**src/assert_macros.svh**
```systemverilog
// Assertion macros used by the top-level RTL file
`ifndef ASSERT_MACROS_SVH
`define ASSERT_MACROS_SVH

// Check a property at every clock edge outside reset
`define LSPE_ASSERT(label, prop, msg) \
   label: assert property (@(posedge clock) disable iff (reset) (prop)) else $error(msg);

// Check that a condition on one edge leads to another condition on the next edge
`define LSPE_ASSERT_NEXT(label, pre, post, msg) \
   label: assert property (@(posedge clock) disable iff (reset) (pre) |=> (post)) \
      else $error(msg);

`endif

```
**src/lspe_pkg.sv**
```systemverilog
// Types and constants of the LED string pulse encoder
package lspe_pkg;

   localparam int CMD_W      = 2;
   localparam int IDX_W      = 3;
   localparam int WORD_W     = 32;
   localparam int BIT_W      = 5;
   localparam int TIME_W     = 10;
   localparam int GAP_W      = 18;
   localparam int REQ_DATA_W = 72;
   localparam int RSP_DATA_W = 40;
   localparam int CSR_IDX_W  = 3;
   localparam int CSR_DATA_W = 18;

   // Command codes carried in tuser
   localparam logic [CMD_W-1:0] CMD_TICK  = 2'd0;
   localparam logic [CMD_W-1:0] CMD_COLOR = 2'd1;
   localparam logic [CMD_W-1:0] CMD_LOAD  = 2'd2;

   // Register indices of the control port
   localparam logic [CSR_IDX_W-1:0] REG_ONE_HIGH  = 3'd0;
   localparam logic [CSR_IDX_W-1:0] REG_ONE_LOW   = 3'd1;
   localparam logic [CSR_IDX_W-1:0] REG_ZERO_HIGH = 3'd2;
   localparam logic [CSR_IDX_W-1:0] REG_ZERO_LOW  = 3'd3;
   localparam logic [CSR_IDX_W-1:0] REG_GAP       = 3'd4;

   localparam logic [TIME_W-1:0] ONE_HIGH_RST  = 10'd140;
   localparam logic [TIME_W-1:0] ONE_LOW_RST   = 10'd160;
   localparam logic [TIME_W-1:0] ZERO_HIGH_RST = 10'd70;
   localparam logic [TIME_W-1:0] ZERO_LOW_RST  = 10'd120;
   localparam logic [GAP_W-1:0]  GAP_RST       = 18'd200000;

   localparam logic [BIT_W-1:0]  MSB_BIT = 5'd31;

   typedef enum logic [2:0] {
      PH_GAP  = 3'b001,
      PH_BITS = 3'b010,
      PH_TAIL = 3'b100
   } phase_type;

   typedef struct packed {
      logic [TIME_W-1:0] one_high;
      logic [TIME_W-1:0] one_low;
      logic [TIME_W-1:0] zero_high;
      logic [TIME_W-1:0] zero_low;
      logic [GAP_W-1:0]  gap;
   } timing_type;

   typedef struct packed {
      logic              data_out;
      logic [WORD_W-1:0] countdown_now;
      logic              frame_done;
   } result_type;

   typedef struct packed {
      logic              in_bits;
      logic [WORD_W-1:0] countdown;
   } status_type;

endpackage

```
**src/lspe_csr.sv**
```systemverilog
// Timing registers of the LED string pulse encoder
module lspe_csr (
   input  logic                              clock,
   input  logic                              reset,
   input  logic                              csr_wr_en,
   input  logic [lspe_pkg::CSR_IDX_W-1:0]    csr_index,
   input  logic [lspe_pkg::CSR_DATA_W-1:0]   csr_wr_data,
   output lspe_pkg::timing_type              timing
);

   lspe_pkg::timing_type timing_ff;

   always_ff @(posedge clock) begin
      if (reset) begin
         timing_ff.one_high  <= lspe_pkg::ONE_HIGH_RST;
         timing_ff.one_low   <= lspe_pkg::ONE_LOW_RST;
         timing_ff.zero_high <= lspe_pkg::ZERO_HIGH_RST;
         timing_ff.zero_low  <= lspe_pkg::ZERO_LOW_RST;
         timing_ff.gap       <= lspe_pkg::GAP_RST;
      end else if (csr_wr_en) begin
         case (csr_index)
            lspe_pkg::REG_ONE_HIGH: begin
               timing_ff.one_high <= csr_wr_data[lspe_pkg::TIME_W-1:0];
            end
            lspe_pkg::REG_ONE_LOW: begin
               timing_ff.one_low <= csr_wr_data[lspe_pkg::TIME_W-1:0];
            end
            lspe_pkg::REG_ZERO_HIGH: begin
               timing_ff.zero_high <= csr_wr_data[lspe_pkg::TIME_W-1:0];
            end
            lspe_pkg::REG_ZERO_LOW: begin
               timing_ff.zero_low <= csr_wr_data[lspe_pkg::TIME_W-1:0];
            end
            lspe_pkg::REG_GAP: begin
               timing_ff.gap <= csr_wr_data[lspe_pkg::GAP_W-1:0];
            end
            default: begin
               // drop writes beyond the register list
            end
         endcase
      end
   end

   assign timing = timing_ff;

endmodule

```
**src/lspe_store.sv**
```systemverilog
// Colour word register file of the LED string pulse encoder
module lspe_store #(
   parameter int DEPTH = 8,
   parameter int AW    = 3
) (
   input  logic                            clock,
   input  logic                            wr_en,
   input  logic [AW-1:0]                   wr_addr,
   input  logic [lspe_pkg::WORD_W-1:0]     wr_data,
   input  logic [AW-1:0]                   rd_addr,
   output logic [lspe_pkg::WORD_W-1:0]     rd_data
);

   logic [lspe_pkg::WORD_W-1:0] word_ff [DEPTH];

   always_ff @(posedge clock) begin
      if (wr_en) begin
         word_ff[wr_addr] <= wr_data;
      end
   end

   assign rd_data = word_ff[rd_addr];

endmodule

```
**src/lspe_engine.sv**
```systemverilog
// Pulse timing engine: frame sequencing, bit slots and countdown
module lspe_engine #(
   parameter int LED_COUNT = 8
) (
   input  logic                            clock,
   input  logic                            reset,
   input  logic                            advance,
   input  logic [lspe_pkg::CMD_W-1:0]      cmd,
   input  logic [lspe_pkg::IDX_W-1:0]      led_index,
   input  logic [lspe_pkg::WORD_W-1:0]     color_value,
   input  logic [lspe_pkg::WORD_W-1:0]     countdown_value,
   input  lspe_pkg::timing_type            timing,
   output lspe_pkg::result_type            result,
   output lspe_pkg::status_type            status
);

   // Only eight LEDs can be addressed by a write, so the store never needs more
   localparam int STORE_DEPTH = (LED_COUNT < 8) ? LED_COUNT : 8;
   localparam int STORE_AW    = (STORE_DEPTH > 1) ? $clog2(STORE_DEPTH) : 1;
   localparam int LC_W        = (LED_COUNT > 1) ? $clog2(LED_COUNT) : 1;
   localparam logic [LC_W-1:0] LAST_LED = LC_W'(LED_COUNT - 1);

   lspe_pkg::phase_type          phase_ff, phase_in;
   logic [LC_W-1:0]              led_ff, led_in;
   logic [lspe_pkg::BIT_W-1:0]   bit_ff, bit_in;
   logic [lspe_pkg::GAP_W-1:0]   tick_ff, tick_in;
   logic                         low_half_ff, low_half_in;
   logic                         cur_bit_ff, cur_bit_in;
   logic [lspe_pkg::WORD_W-1:0]  countdown_ff, countdown_in;

   logic                         wr_en;
   logic [lspe_pkg::WORD_W-1:0]  rd_data;
   logic [lspe_pkg::WORD_W-1:0]  word;
   logic [lspe_pkg::WORD_W-1:0]  countdown_eff;
   logic [lspe_pkg::GAP_W-1:0]   tick_inc;
   logic [lspe_pkg::GAP_W-1:0]   gap_len;
   logic [lspe_pkg::TIME_W-1:0]  len_sel;
   logic [lspe_pkg::TIME_W-1:0]  len_eff;
   logic                         slot_start;
   logic                         bit_now;
   logic                         data_out;
   logic                         frame_done;

   assign wr_en = advance && (cmd == lspe_pkg::CMD_COLOR) && (32'(led_index) < STORE_DEPTH);

   lspe_store #(
      .DEPTH (STORE_DEPTH),
      .AW    (STORE_AW)
   ) u_store (
      .clock   (clock),
      .wr_en   (wr_en),
      .wr_addr (led_index[STORE_AW-1:0]),
      .wr_data (color_value),
      .rd_addr (led_ff[STORE_AW-1:0]),
      .rd_data (rd_data)
   );

   // A colour written on the tick its slot begins is used for that bit
   assign word = (wr_en && (32'(led_index) == 32'(led_ff))) ? color_value : rd_data;

   always_comb begin
      countdown_eff = (cmd == lspe_pkg::CMD_LOAD) ? countdown_value : countdown_ff;
      tick_inc      = tick_ff + 1'b1;
      gap_len       = (timing.gap == '0) ? lspe_pkg::GAP_W'(1) : timing.gap;
      slot_start    = (tick_ff == '0) && !low_half_ff;
      bit_now       = slot_start ? word[bit_ff] : cur_bit_ff;
      if (low_half_ff) begin
         len_sel = bit_now ? timing.one_low : timing.zero_low;
      end else begin
         len_sel = bit_now ? timing.one_high : timing.zero_high;
      end
      len_eff = (len_sel == '0) ? lspe_pkg::TIME_W'(1) : len_sel;

      phase_in     = phase_ff;
      led_in       = led_ff;
      bit_in       = bit_ff;
      tick_in      = tick_ff;
      low_half_in  = low_half_ff;
      cur_bit_in   = cur_bit_ff;
      countdown_in = countdown_eff;
      data_out     = 1'b0;
      frame_done   = 1'b0;

      case (phase_ff)
         lspe_pkg::PH_GAP: begin
            tick_in = tick_inc;
            if (tick_inc >= gap_len) begin
               tick_in     = '0;
               phase_in    = lspe_pkg::PH_BITS;
               led_in      = '0;
               bit_in      = lspe_pkg::MSB_BIT;
               low_half_in = 1'b0;
               if (countdown_eff != '0) begin
                  countdown_in = countdown_eff - 1'b1;
               end
            end
         end
         lspe_pkg::PH_BITS: begin
            cur_bit_in = bit_now;
            data_out   = !low_half_ff;
            tick_in    = tick_inc;
            if (tick_inc >= lspe_pkg::GAP_W'(len_eff)) begin
               tick_in = '0;
               if (!low_half_ff) begin
                  low_half_in = 1'b1;
               end else begin
                  low_half_in = 1'b0;
                  if (bit_ff == '0) begin
                     bit_in = lspe_pkg::MSB_BIT;
                     if (led_ff == LAST_LED) begin
                        led_in     = '0;
                        frame_done = 1'b1;
                        phase_in   = lspe_pkg::PH_TAIL;
                     end else begin
                        led_in = led_ff + 1'b1;
                     end
                  end else begin
                     bit_in = bit_ff - 1'b1;
                  end
               end
            end
         end
         lspe_pkg::PH_TAIL: begin
            tick_in = tick_inc;
            if (tick_inc >= gap_len) begin
               tick_in  = '0;
               phase_in = lspe_pkg::PH_GAP;
            end
         end
         default: begin
            // restart the first gap
            phase_in = lspe_pkg::PH_GAP;
            tick_in  = '0;
         end
      endcase
   end

   always_ff @(posedge clock) begin
      if (reset) begin
         phase_ff     <= lspe_pkg::PH_GAP;
         led_ff       <= '0;
         bit_ff       <= lspe_pkg::MSB_BIT;
         tick_ff      <= '0;
         low_half_ff  <= 1'b0;
         cur_bit_ff   <= 1'b0;
         countdown_ff <= '0;
      end else if (advance) begin
         phase_ff     <= phase_in;
         led_ff       <= led_in;
         bit_ff       <= bit_in;
         tick_ff      <= tick_in;
         low_half_ff  <= low_half_in;
         cur_bit_ff   <= cur_bit_in;
         countdown_ff <= countdown_in;
      end
   end

   assign result.data_out      = data_out;
   assign result.countdown_now = countdown_in;
   assign result.frame_done    = frame_done;
   assign status.in_bits       = (phase_ff == lspe_pkg::PH_BITS);
   assign status.countdown     = countdown_eff;

endmodule

```
**src/led_string_pulse_encoder_top.sv**
```systemverilog
// Path: an accepted transaction is held in the input register and its result is presented from the result register.
// Throughput: one transaction per cycle while the response side accepts results; each transaction is one tick
// of line timing, computed by the combinational timing engine between input and result registers.
// Reset: synchronous, active high; timing registers return to their defaults, the frame
// restarts in the first gap with a zero countdown. Colour words hold no value until written.
`include "assert_macros.svh"

module led_string_pulse_encoder_top #(
   parameter int LED_COUNT = 8
) (
   input  logic                               clock,
   input  logic                               reset,
   input  logic                               req_tvalid,
   output logic                               req_tready,
   // [2:0] led_index, [34:3] color_value, [66:35] countdown_value, [71:67] zero
   input  logic [lspe_pkg::REQ_DATA_W-1:0]    req_tdata,
   // [1:0] cmd
   input  logic [lspe_pkg::CMD_W-1:0]         req_tuser,
   output logic                               rsp_tvalid,
   input  logic                               rsp_tready,
   // [0] data_out, [32:1] countdown_now, [39:33] zero
   output logic [lspe_pkg::RSP_DATA_W-1:0]    rsp_tdata,
   // frame_done
   output logic                               rsp_tlast,
   input  logic                               csr_wr_en,
   input  logic [lspe_pkg::CSR_IDX_W-1:0]     csr_index,
   input  logic [lspe_pkg::CSR_DATA_W-1:0]    csr_wr_data
);

   logic                               in_valid_ff;
   logic [lspe_pkg::CMD_W-1:0]         cmd_ff;
   logic [lspe_pkg::IDX_W-1:0]         led_index_ff;
   logic [lspe_pkg::WORD_W-1:0]        color_ff;
   logic [lspe_pkg::WORD_W-1:0]        countdown_value_ff;

   logic                               rsp_valid_ff;
   logic                               rsp_data_ff;
   logic [lspe_pkg::WORD_W-1:0]        rsp_count_ff;
   logic                               rsp_last_ff;

   logic                               advance;
   logic                               req_accept;
   lspe_pkg::timing_type               timing;
   lspe_pkg::result_type               result;
   lspe_pkg::status_type               status;

   // Advance the engine whenever a transaction is held and the result register is free or being emptied
   assign advance    = in_valid_ff && (!rsp_valid_ff || rsp_tready);
   assign req_tready = !in_valid_ff || advance;
   assign req_accept = req_tvalid && req_tready;

   always_ff @(posedge clock) begin
      if (reset) begin
         in_valid_ff <= 1'b0;
      end else if (req_tready) begin
         in_valid_ff <= req_tvalid;
      end
   end

   always_ff @(posedge clock) begin
      if (req_accept) begin
         cmd_ff             <= req_tuser;
         led_index_ff       <= req_tdata[2:0];
         color_ff           <= req_tdata[34:3];
         countdown_value_ff <= req_tdata[66:35];
      end
   end

   lspe_csr u_csr (
      .clock       (clock),
      .reset       (reset),
      .csr_wr_en   (csr_wr_en),
      .csr_index   (csr_index),
      .csr_wr_data (csr_wr_data),
      .timing      (timing)
   );

   lspe_engine #(
      .LED_COUNT (LED_COUNT)
   ) u_engine (
      .clock           (clock),
      .reset           (reset),
      .advance         (advance),
      .cmd             (cmd_ff),
      .led_index       (led_index_ff),
      .color_value     (color_ff),
      .countdown_value (countdown_value_ff),
      .timing          (timing),
      .result          (result),
      .status          (status)
   );

   always_ff @(posedge clock) begin
      if (reset) begin
         rsp_valid_ff <= 1'b0;
      end else if (advance) begin
         rsp_valid_ff <= 1'b1;
      end else if (rsp_tready) begin
         rsp_valid_ff <= 1'b0;
      end
   end

   always_ff @(posedge clock) begin
      if (advance) begin
         rsp_data_ff  <= result.data_out;
         rsp_count_ff <= result.countdown_now;
         rsp_last_ff  <= result.frame_done;
      end
   end

   assign rsp_tvalid = rsp_valid_ff;
   assign rsp_tdata  = {7'd0, rsp_count_ff, rsp_data_ff};
   assign rsp_tlast  = rsp_last_ff;

   // The last slot of a frame ends in its low half
   `LSPE_ASSERT(a_done_low, !(rsp_tvalid && rsp_tlast && rsp_tdata[0]), "frame end with line high")

   // A frame can only finish while bits are being sent
   `LSPE_ASSERT(a_done_in_bits, !(advance && result.frame_done && !status.in_bits), "frame end outside bit phase")

   // Without a load the countdown never rises
   `LSPE_ASSERT(a_count_no_rise, !(advance && result.countdown_now > status.countdown), "countdown rose")

   // An advanced transaction always lands in the result register
   `LSPE_ASSERT_NEXT(a_result_loaded, advance, rsp_tvalid, "result register not loaded")

endmodule
```
**config.mk**
```make
export PLATFORM = sky130hd
export DESIGN_NAME = led_string_pulse_encoder_top
export DESIGN_NICKNAME = d
export VERILOG_FILES = /design/src/lspe_pkg.sv /design/src/lspe_csr.sv /design/src/lspe_store.sv /design/src/lspe_engine.sv /design/src/led_string_pulse_encoder_top.sv
export VERILOG_INCLUDE_DIRS = /design/src /design/src/src
export SDC_FILE = /design/constraint.sdc
export NUM_CORES = 1
export LEC_CHECK = 0
export BUFFER_PORTS_ARGS = -buffer_cell sky130_fd_sc_hd__buf_2
export CORE_ASPECT_RATIO = 0.5
export CORE_MARGIN = 1.5
export CORE_UTILIZATION = 30
export DETAILED_ROUTE_END_ITERATION = 8
export MAX_ROUTING_LAYER = met4
export SETUP_SLACK_MARGIN = 0.2
export SYNTH_ARGS = -nofsm -noshare
export SYNTH_HDL_FRONTEND = slang
export SYNTH_SLANG_ARGS = --single-unit
```
**constraint.sdc**
```tcl
create_clock -name clock -period 5.17 [get_ports clock]
set_input_delay 0 -clock clock [delete_from_list [all_inputs] [get_ports clock]]
set_output_delay 0 -clock clock [all_outputs]
set_load 0.005 [all_outputs]
```
==> impl_results.rst, run 1 <==
.. list-table::
   :header-rows: 1

   * - Metric
     - Value
   * - Site row count
     - between 60 and 70
   * - #FFs+latches synth
     - roughly 490
   * - Layout cells sized above 1
     - 0.247
   * - Total negative setup slack
     - -6530 ps
   * - Biggest cell delay along the critical path
     - 480 ps
   * - Static leakage
     - 9.49 nW
   * - Number of setup violations in the final report
     - 32
   * - Fill count
     - between 6000 and 7000
   * - Crit path capture type
     - flop
   * - Vias after detailed routing
     - roughly 15000
   * - Yosys warnings
     - 0
   * - DP HPWL
     - 35500 um
   * - Min Clock Period, post-route
     - 5440 ps
   * - Drt wl/cell
     - about 19 um
   * - Initial drt markers
     - slightly below 1000
   * - CP Class
     - reg -> reg
   * - Clock network latency to the later pin of the worst-skew pair
     - slightly below 600 ps
   * - Cell-internal power
     - between 6 and 7 mW
   * - Number of primary I/O pins
     - approximately 140
   * - Global-route wire length before repair
     - 84400 um
   * - Clock sink count
     - just under 500
   * - Main flop type after synthesis
     - sky130_fd_sc_hd__edfxtp_1
   * - Max-capacitance violation count
     - 0
   * - CP Launch Type
     - flop
   * - Part of the total power dissipated in the clock network
     - 0.421
   * - Peak clock frequency supported by timing
     - between 150 and 200 MHz
   * - Syn Std Cell Area
     - 21600 um2
   * - Required time of the critical path
     - 5630 ps
   * - Depth of the worst register-to-register path
     - 27
   * - Power density of the placed cells
     - 307 nW/um2
   * - Routed wire length
     - 55800 um
   * - Number of antenna violations at the first check in global routing
     - 2
   * - Mapped Cells
     - between 1500 and 2000
   * - Die area
     - roughly 74000 um2
   * - RSZ-0062 raised after global routing
     - true
   * - Routability cong.
     - around 0.84
   * - Most common cell type on the critical path
     - sky130_fd_sc_hd__a21o_1
   * - Drc violations
     - 0
   * - Total overflow reported by the global router
     - 0
   * - Root Driver
     - sky130_fd_sc_hd__clkbuf_16
   * - Vias in the first global route
     - around 14000
   * - Pre-antenna DRT Iters
     - 5
   * - Actual transition at the worst max-transition pin
     - about 1100 ps
   * - Post-route cell area
     - roughly 27000 um2
   * - Slowest CP cell
     - sky130_fd_sc_hd__mux4_2
   * - Violated checks
     - negative setup slack
   * - DR vias/cell
     - around 5.0
   * - Count of buffers from port buffering
     - 130
   * - Portion of the post-synthesis area used by sequential elements
     - 0.617
   * - Core box area
     - roughly 71000 um2
   * - Starting utilization of the core area
     - 0.304
   * - Number of buffers created by CTS
     - 48
   * - Peak fanout along the critical path
     - 8
   * - Buffer levels on the longest clock path
     - 3
   * - Net switching share of the total power
     - 0.221
   * - Endpoints failing hold
     - 0
   * - Min setup slack post-route
     - -267 ps
   * - Number of distinct library cells after synthesis
     - 88
   * - Number of H-tree branching levels
     - 2
   * - Largest net degree at the start of global routing
     - 76
   * - Setup slack, reg-to-reg
     - -270 ps
   * - Area delta synth->final
     - 25.3%
   * - Total track usage
     - 0.152
   * - Power spent charging and discharging nets
     - between 1.5 and 2 mW
   * - Fraction of registers with async set/reset
     - 0
   * - Count of flip-flops with a built-in enable after synthesis
     - around 360
   * - Clock skew
     - 14.5 ps
   * - Critical register-to-register path endpoint
     - u_engine.bit_ff[3]
   * - Clock transition time at the flip-flop clock pins of the worst setup and hold paths
     - approximately 70 ps
   * - Peak VDD IR
     - between 0.0002 and 0.00025 V
   * - Sink of the worst hold path
     - u_csr.timing[42]
   * - Clock tree from TritonCTS
     - done
   * - Post-synthesis average cell area
     - between 10 and 15 um2
   * - DIE HEIGHT
     - between 150 and 200 um
   * - Number of nets still failing antenna checks after routing
     - 0
   * - Share of the clock period used by the worst path
     - 1.05
   * - Run status
     - finished with violations
   * - Relative slew margins
     - 0.274
   * - Portion of total power attributed to sequential cells
     - 0.522
   * - Data arrival at the endpoint of the critical path
     - about 5900 ps
   * - Horiz. Die Dim
     - 382 um
   * - Final max-slew violation count
     - 0
   * - Total number of nets in the final design
     - between 2000 and 2500
   * - Post-placement cell area
     - 24200 um2
   * - Hold Path Class
     - in -> reg
   * - Power share of the combinational group
     - 0.057
   * - Hold depth
     - 6
   * - Start point of the worst min-delay path
     - csr_index[2]
[cells in the final DEF (no fill, tap or decap), types with 8 or more instances in the layout]
| master | count |
|---|---|
| sky130_fd_sc_hd__nand2_1 | 226 |
| sky130_fd_sc_hd__or3_1 | 14 |
| sky130_fd_sc_hd__nand3_2 | 8 |
| sky130_fd_sc_hd__nor2b_1 | 11 |
| sky130_fd_sc_hd__nor3_2 | 9 |
| sky130_fd_sc_hd__and3_1 | 11 |
| sky130_fd_sc_hd__clkbuf_16 | 51 |
| sky130_fd_sc_hd__nand3_1 | 81 |
| sky130_fd_sc_hd__inv_1 | 40 |
| sky130_fd_sc_hd__buf_6 | 8 |
| sky130_fd_sc_hd__buf_12 | 16 |
| sky130_fd_sc_hd__mux4_2 | 74 |
| sky130_fd_sc_hd__clkinv_1 | 10 |
| sky130_fd_sc_hd__edfxtp_1 | 359 |
| sky130_fd_sc_hd__buf_2 | 129 |
| sky130_fd_sc_hd__a21o_1 | 15 |
| sky130_fd_sc_hd__o21ai_0 | 25 |
| sky130_fd_sc_hd__a31oi_1 | 24 |
| sky130_fd_sc_hd__dfxtp_1 | 123 |
| sky130_fd_sc_hd__clkbuf_1 | 14 |
| sky130_fd_sc_hd__nor3_1 | 51 |
| sky130_fd_sc_hd__nor4_1 | 11 |
| sky130_fd_sc_hd__o211ai_1 | 11 |
| sky130_fd_sc_hd__dlygate4sd3_1 | 95 |
| sky130_fd_sc_hd__xnor2_1 | 26 |
| sky130_fd_sc_hd__a21oi_2 | 11 |
| sky130_fd_sc_hd__ha_1 | 35 |
| sky130_fd_sc_hd__nand4_1 | 16 |
| sky130_fd_sc_hd__mux2_2 | 8 |
| sky130_fd_sc_hd__buf_4 | 109 |
| sky130_fd_sc_hd__a21oi_1 | 87 |
| sky130_fd_sc_hd__nand3b_1 | 10 |
| sky130_fd_sc_hd__xor2_1 | 26 |
| sky130_fd_sc_hd__mux2i_1 | 44 |
| sky130_fd_sc_hd__nand2b_1 | 10 |
| sky130_fd_sc_hd__nor2_1 | 57 |
[worst max-delay path by stage]
stage	to	cells after the start
finish	u_engine.bit_ff[3]	27
floorplan	u_engine.bit_ff[0]	27
global route	u_engine.tick_ff[2]	28
CTS	u_engine.tick_ff[2]	28
global placement	u_engine.bit_ff[0]	27
detailed placement	u_engine.tick_ff[2]	28
[logic make-up (layout without fill, tap and decap cells)]
family | Yosys count | count (layout) | synth area share
simple gates | 566 | 566 | 0.128
other cells | 1 | 9 | 0.000174
mux | 134 | 134 | 0.112
buf+inv | 142 | 494 | 0.0310
fa+ha+maj | 35 | 35 | 0.0203
compound gates | 237 | 237 | 0.0698
flops | 485 | 485 | 0.617
xor+xnor | 53 | 53 | 0.0219
[cell usage after synthesis (all sizes together), types with 26 or more instances]
cell	count	area (um2)
xnor2	26	228
mux4	79	1850
edfxtp	359	10800
nor2	64	245
a21oi	100	512
nor3	60	310
clkbuf	55	206
xor2	27	244
dfxtp	126	2520
ha	35	438
o21ai	32	171
nand2	227	855
buf	44	300
mux2i	45	454
inv	42	158
nand3	90	460
[state kept, by name (all words and copies together) (netlist names), 5 cells and up, named ones only]
register	cells
u_engine.countdown_ff	32
u_engine.tick_ff	18
color_ff	32
u_engine.bit_ff	5
countdown_value_ff	32
u_csr.timing	58
u_engine.u_store.word_ff	256
rsp_count_ff	32
[final cells by class]
| type | instances | area (um2) | share of cell area |
|---|---|---|---|
| sequential | 485 | 13300 | 0.492 |
| multi-input combinational | 1032 | 7840 | 0.290 |
| timing repair buffer | 362 | 2960 | 0.110 |
| clock buffer | 65 | 1310 | 0.0483 |
| tap | 958 | 1200 | 0.0443 |
| clock inverter | 24 | 251 | 0.00930 |
| inverter | 43 | 161 | 0.00597 |
| antenna | 2 | 5.00 | 0.000185 |
[metal layers]
metal	global-route usage	wire length (um)	vias up
li1	-	-	6882
met1	0.197	25300	7372
met2	0.252	27100	374
met3	0.0191	2310	79
met4	0.0375	1120	0
met5	-	0	-
[worst max-delay path: cells and delay by family (launching register included)]
kind                     cells  cell delay, ps
AO/OA/AOI/OAI               13            1750
flip-flops                   1             410
buffers and inverters        3             460
multiplexers                 2             790
adder cells (fa/ha/maj)      1             220
AND/OR/NAND/NOR              8            1670
[power by group through the flow]
| stage | clock (mW) | combinational [mW] | sequential [mW] |
|---|---|---|---|
| 2_1_floorplan | 0 | 0.232 | 4.39 |
| 3_3_place_gp | 0 | 0.401 | 4.41 |
| 3_5_place_dp | 0 | 0.408 | 4.41 |
| 4_1_cts | 3.57 | 0.471 | 4.33 |
| 5_1_grt | 3.71 | 0.522 | 4.33 |
| 6_report | 3.49 | 0.475 | 4.33 |
[timing repair]
action                                  4_1_cts  5_1_grt
setup buffers                                 6        3
pin swaps                                    16       13
cloned                                        3        1
hold buffers                                 95        0
endpoints found under the setup margin       33       33
hold endpoints to repair                    168        0
gates resized for setup                      33       26
[metrics by stage]
| step | worst slack, ps | util | power [mW] | hold slack (ps) | instances |
|---|---|---|---|---|---|
| after global placement | -239 | 0.340 | 4.81 | 176 | 2772 |
| after global routing | -536 | 0.380 | 8.56 | 111 | 2971 |
| final | -267 | 0.380 | 8.29 | 91.5 | 2971 |
| after CTS | -212 | 0.378 | 8.37 | 54.8 | 2965 |
| after detailed placement | -281 | 0.340 | 4.82 | 178 | 2772 |
| after floorplan | 103 | - | 4.62 | 98.9 | 1659 |
No activity file was read; power rests on OpenSTA's default activity.
==> run 2, diff against run 1 <==
Settings changed: REMOVE_ABC_BUFFERS set to 1.
==> run 2 against run 1 <==
The run still ends with negative setup slack left; maximum frequency down 3.6%; sequential share of layout area shrank 0.28 points; clock skew grew 20 ps; cell area grew 0.55%; first-iteration DRC count grew 40%; clock power fell by 4%; setup slack worse by 200 ps; worst hold slack lost 54 ps; critical path depth increased by 1; sequential cell count stayed put; critical path type unchanged; highest routed layer unchanged.
==> impl_results.rst, run 2 (same netlist as run 1, synthesis figures left out) <==
.. list-table::
   :header-rows: 1

   * - Metric
     - Value
   * - Area delta synth->final
     - 26.0%
   * - Hold depth
     - 5
   * - Most common cell type on the critical path
     - sky130_fd_sc_hd__a21o_1
   * - Relative slew margins
     - 0.266
   * - Static leakage
     - roughly 9.6 nW
   * - Min Clock Period, post-route
     - between 5000 and 6000 ps
   * - Post-placement cell area
     - about 24000 um2
   * - DP HPWL
     - about 36000 um
   * - Clock transition time at the flip-flop clock pins of the worst setup and hold paths
     - 70 ps
   * - Fill count
     - around 6700
   * - Slowest CP cell
     - sky130_fd_sc_hd__mux4_2
   * - Sink of the worst hold path
     - u_csr.timing[45]
   * - Share of the clock period used by the worst path
     - 1.09
   * - Required time of the critical path
     - 5640 ps
   * - Endpoints failing hold
     - 0
   * - Most Used Layer, Global Route
     - met2
   * - Clock sink count
     - about 490
   * - Run status
     - finished with violations
   * - Met1 track utilization from global routing
     - 0.202
   * - Total number of nets in the final design
     - 2130
   * - Number of nets still failing antenna checks after routing
     - 0
   * - Start point of the worst min-delay path
     - csr_index[0]
   * - RSZ-0062 raised after global routing
     - true
   * - DR vias/cell
     - 4.95
   * - Crit path capture type
     - flop
   * - Core box area
     - roughly 71000 um2
   * - Depth of the worst register-to-register path
     - 28
   * - DIE HEIGHT
     - 193 um
   * - Routed wire length
     - around 56000 um
   * - Buffer levels on the longest clock path
     - 3
   * - Number of flip-flops in the largest register
     - about 260
   * - Peak VDD IR
     - about 0.00022 V
   * - Data arrival at the endpoint of the critical path
     - between 6000 and 7000 ps
   * - Die area
     - 73600 um2
   * - Root Driver
     - sky130_fd_sc_hd__clkbuf_16
   * - Routability cong.
     - between 0.8 and 0.9
   * - Starting utilization of the core area
     - 0.304
   * - Clock tree from TritonCTS
     - done
   * - Violated checks
     - negative setup slack
   * - Clock network latency to the later pin of the worst-skew pair
     - around 600 ps
   * - Setup slack, reg-to-reg
     - -470 ps
   * - Final max-slew violation count
     - 0
   * - CP Launch Type
     - flop
   * - Site row count
     - between 60 and 70
   * - Number of setup violations in the final report
     - 33
   * - Most frequent cells in the layout
     - 359 x sky130_fd_sc_hd__edfxtp_1, 225 x sky130_fd_sc_hd__nand2_1, 131 x sky130_fd_sc_hd__buf_2
   * - Vias after detailed routing
     - about 15000
   * - Drc violations
     - 0
   * - Global-route wire length before repair
     - approximately 86000 um
   * - DP Cell Count
     - roughly 2800
   * - Number of H-tree branching levels
     - 2
   * - Clock skew
     - 35.0 ps
   * - Critical register-to-register path endpoint
     - u_engine.bit_ff[3]
   * - Pre-antenna DRT Iters
     - 5
   * - Actual transition at the worst max-transition pin
     - roughly 1100 ps
   * - Largest net degree at the start of global routing
     - 76
   * - Min setup slack post-route
     - -469 ps
   * - Number of primary I/O pins
     - 143
   * - Global-route track usage on met3
     - 0.0198
   * - Max-capacitance violation count
     - 0
   * - Total negative setup slack
     - -13130 ps
   * - Vias in the first global route
     - 14500
   * - Biggest cell delay along the critical path
     - around 480 ps
   * - Most common library cell in the layout ignoring fill and taps
     - sky130_fd_sc_hd__edfxtp_1
   * - Total track usage
     - 0.154
   * - Peak clock frequency supported by timing
     - about 180 MHz
   * - Hold slack final
     - 37.5 ps
   * - Register ranked first by flip-flop count
     - u_engine.u_store.word_ff
   * - GR Util met2
     - 0.253
   * - CP Class
     - reg -> reg
   * - Number of buffers created by CTS
     - 48
   * - Count of buffers from port buffering
     - 130
   * - Drt wl/cell
     - about 19 um
   * - Power density of the placed cells
     - approximately 300 nW/um2
   * - Horiz. Die Dim
     - around 380 um
   * - Finished Layout Cells
     - between 2000 and 3000
   * - Number of antenna violations at the first check in global routing
     - 0
   * - Post-route cell area
     - 27200 um2
   * - Hold Path Class
     - in -> reg
   * - Peak fanout along the critical path
     - 10
   * - Total overflow reported by the global router
     - 0
   * - Layout cells sized above 1
     - 0.258
   * - Post-place setup slack
     - -621 ps
   * - Initial drt markers
     - 1378
   * - Number of antenna diodes
     - 0
-- run 2: how the worst max path moves through the flow --
stage / to / depth (start not counted)
6_report: u_engine.bit_ff[3] / 28
5_1_grt: u_engine.tick_ff[2] / 30
4_1_cts: u_engine.bit_ff[3] / 29
3_5_place_dp: flop / 28
3_3_place_gp: flop / 28
2_1_floorplan: u_engine.bit_ff[0] / 26
-- run 2: area by class of cell --
cell class | count | area, um2 | share of cell area
clock inverter | 31 | 240 | 0.00884
timing repair buffer | 385 | 3090 | 0.114
tap | 958 | 1200 | 0.0441
sequential | 485 | 13300 | 0.490
multi-input combinational | 1032 | 7950 | 0.292
inverter | 43 | 161 | 0.00594
clock buffer | 56 | 1230 | 0.0453
-- run 2: per-layer routing --
layer	wire length [um]	part of all wire
met1	24600	0.44
met2	27400	0.49
met3	2870	0.051
met4	1280	0.023
met5	0	0
-- run 2: where the power goes --
group          internal (mW)  leakage, nW  switching [mW]  total (mW)
registers               4.26         4.33          0.0605        4.32
logic                  0.210         4.55           0.276       0.486
clock network           1.82        0.716            1.52        3.34
-- run 2: per-stage QoR --
stage	total power, mW	utilization
finish	8.15	0.383
global route	8.41	0.383
CTS	8.21	0.382
detailed placement	4.82	0.340
global placement	4.82	0.340
floorplan	4.60	-
-- run 2: what timing repair did --
item	in CTS	in global routing
cloned	5	0
endpoints found under the hold margin	129	0
pin swaps	63	8
setup endpoints to repair	33	33
gates resized for setup	68	12
hold buffers	98	0
buffers inserted	15	0
-- run 2: critical path: cells and delay by family, from the launching register on --
family          cells  cell delay, ps
simple gates        8            1200
compound gates     12            2160
fa+ha+maj           1             230
flops               1             350
mux                 2             790
buf+inv             5             750
==> run 3, diff against run 2 <==
Settings changed: CELL_PAD_IN_SITES_DETAIL_PLACEMENT set to 2, CELL_PAD_IN_SITES_GLOBAL_PLACEMENT set to 2, CTS_BUF_LIST set to sky130_fd_sc_hd__clkbuf_2, PLACE_DENSITY_LB_ADDON set to 0.1.
==> run 3 against run 2 <==
The flow still finishes with violations (negative setup slack); critical path depth up 3; first-iteration DRC count down 44%; utilization up 2.8 points; power down 6.6%.
==> impl_results.rst, run 3 (same netlist as run 1, synthesis figures left out) <==
.. list-table::
   :header-rows: 1

   * - Metric
     - Value
   * - Peak clock frequency supported by timing
     - between 150 and 200 MHz
   * - DIE HEIGHT
     - approximately 190 um
   * - Sink of the worst hold path
     - u_csr.timing[54]
   * - Start point of the worst min-delay path
     - csr_wr_data[6]
   * - Run status
     - finished with violations
   * - Vias after detailed routing
     - 16500
   * - Required time of the critical path
     - between 6000 and 7000 ps
   * - Setup slack, reg-to-reg
     - -890 ps
   * - DR vias/cell
     - a little under 5
   * - Slowest CP cell
     - sky130_fd_sc_hd__edfxtp_1
   * - Post-route core utilization
     - 0.410
   * - Crit path capture type
     - flop
   * - RSZ-0062 raised after global routing
     - true
   * - Site row count
     - 69
   * - Endpoints failing hold
     - 0
   * - Most common cell type on the critical path
     - sky130_fd_sc_hd__a21o_1
   * - Initial drt markers
     - roughly 770
   * - Buffer levels on the longest clock path
     - 3
   * - Relative slew margins
     - 0.0842
   * - Global-route wire length before repair
     - approximately 110000 um
   * - Peak VDD IR
     - roughly 0.0002 V
   * - Static leakage
     - between 10 and 15 nW
   * - Total overflow reported by the global router
     - 0
   * - Root Driver
     - sky130_fd_sc_hd__clkbuf_2
   * - Most frequent cells in the layout
     - 359 x sky130_fd_sc_hd__edfxtp_1, 304 x sky130_fd_sc_hd__dlygate4sd3_1, 224 x sky130_fd_sc_hd__nand2_1
   * - Data arrival at the endpoint of the critical path
     - between 7000 and 8000 ps
   * - Finished Layout Cells
     - approximately 3400
   * - Min setup slack post-route
     - -894 ps
   * - Vias in the first global route
     - 18800
   * - Biggest cell delay along the critical path
     - between 400 and 500 ps
   * - DP HPWL
     - 46100 um
   * - Count of buffers from port buffering
     - 130
   * - Violated checks
     - negative setup slack
   * - Number of primary I/O pins
     - about 140
   * - Startpoint of the lowest-slack register-to-register path
     - cmd_ff[1]
   * - Total number of nets in the final design
     - 2443
   * - CP Class
     - reg -> reg
   * - Drc violations
     - 0
   * - Clock tree from TritonCTS
     - done
   * - Clock network latency to the later pin of the worst-skew pair
     - between 1000 and 1500 ps
   * - Number of buffers created by CTS
     - around 110
   * - Pre-antenna DRT Iters
     - 5
   * - Routed wire length
     - roughly 75000 um
   * - Die area
     - 73600 um2
   * - Peak fanout along the critical path
     - 9
   * - Most common library cell in the layout ignoring fill and taps
     - sky130_fd_sc_hd__edfxtp_1
   * - Hold depth
     - 5
   * - Register ranked first by flip-flop count
     - u_engine.u_store.word_ff
   * - Starting utilization of the core area
     - 0.304
   * - Max-capacitance violation count
     - 0
   * - Horiz. Die Dim
     - around 380 um
   * - Number of antenna violations at the first check in global routing
     - 2
   * - Core box area
     - around 71000 um2
   * - DP Cell Count
     - ~2800
   * - Min Clock Period, post-route
     - roughly 6100 ps
   * - Largest net degree at the start of global routing
     - 71
   * - Drt wl/cell
     - approximately 22 um
   * - Share of the clock period used by the worst path
     - 1.17
   * - Hold Path Class
     - in -> reg
   * - Total track usage
     - 0.213
   * - Number of nets still failing antenna checks after routing
     - 0
   * - Power density of the placed cells
     - 261 nW/um2
   * - Number of H-tree branching levels
     - 3
   * - Routability cong.
     - 0.784
   * - Number of flip-flops in the largest register
     - roughly 260
   * - Critical register-to-register path endpoint
     - u_engine.phase_ff[1]
   * - Clock sink count
     - 485
   * - Final max-slew violation count
     - 0
   * - Area delta synth->final
     - 35.2%
   * - Clock skew
     - 96.7 ps
   * - Clock transition time at the flip-flop clock pins of the worst setup and hold paths
     - ~120 ps
   * - Layout cells sized above 1
     - 0.281
   * - Depth of the worst register-to-register path
     - 31
   * - CP Launch Type
     - flop
   * - Number of setup violations in the final report
     - 33
   * - Actual transition at the worst max-transition pin
     - between 1000 and 1500 ps
run 3: cell types whose count changed in the layout (fill, tap and decap cells not counted), moves of 4 or more:
cell / delta
sky130_fd_sc_hd__clkbuf_1: -8
sky130_fd_sc_hd__clkbuf_2: +171
sky130_fd_sc_hd__buf_4: +42
sky130_fd_sc_hd__clkinv_1: +10
sky130_fd_sc_hd__clkinv_2: -4
sky130_fd_sc_hd__nand3_2: -9
sky130_fd_sc_hd__nand3_1: +6
sky130_fd_sc_hd__dlygate4sd3_1: +206
sky130_fd_sc_hd__diode_2: +7
sky130_fd_sc_hd__clkbuf_16: -47
sky130_fd_sc_hd__mux4_1: +4
sky130_fd_sc_hd__mux4_2: -4
run 3: timing repair:
action,CTS,global route
setup buffers,17,6
pin swaps,39,19
endpoints found under the setup margin,33,33
cloned,2,1
hold endpoints to repair,404,0
hold buffers,304,0
resized for setup,41,40
run 3: worst max path at each step:
stage / startpoint / end / depth (start not counted)
finish: cmd_ff[1] / u_engine.phase_ff[1] / 31
global route: flop / u_engine.tick_ff[12] / 31
CTS: flop / u_engine.tick_ff[2] / 31
detailed placement: flop / u_engine.bit_ff[0] / 27
global placement: flop / u_engine.bit_ff[0] / 26
floorplan: rsp_tvalid / u_engine.bit_ff[0] / 26
run 3: metal layers:
layer	vias up	track usage	routed length (um)
li1	7620	-	-
met4	0	0.0658	1740
met2	271	0.371	38300
met3	119	0.0418	2540
met5	-	-	0
met1	8515	0.248	32300
run 3: power by group:
| group | switching (mW) | internal (mW) | leakage [nW] |
|---|---|---|---|
| Clock | 1.71 | 0.943 | 0.794 |
| Combinational | 0.328 | 0.315 | 5.61 |
| Sequential | 0.0615 | 4.25 | 4.33 |
run 3: layout make-up:
type                       count  area [um2]
clock inverter                31         171
timing repair buffer         633        5480
inverter                      43         163
sequential                   485       13300
multi-input combinational   1032        7970
antenna                        7        17.5
fill                        7259       41900
clock buffer                 171         856
tap                          958        1200
run 3: metrics by stage:
step,setup WS (ps),hold WS [ps],TNS (ps),cell area [um2],power [mW]
after floorplan,-2270,69.1,-94340,21100,4.60
after global routing,-1080,68.7,-32950,29200,8.00
after CTS,-792,13.9,-23580,28900,7.73
after detailed placement,-1160,179,-34770,24400,4.86
after global placement,-1010,177,-30090,24400,4.84
final,-894,185,-25280,29200,7.61
run 3: worst max-delay path: cells and delay by family, from the launching register on:
family | cells | cell delay, ps
AO/OA/AOI/OAI | 15 | 2610
AND/OR/NAND/NOR | 7 | 1200
buffers and inverters | 7 | 1090
flip-flops | 1 | 480
multiplexers | 1 | 310
adder cells (fa/ha/maj) | 1 | 230
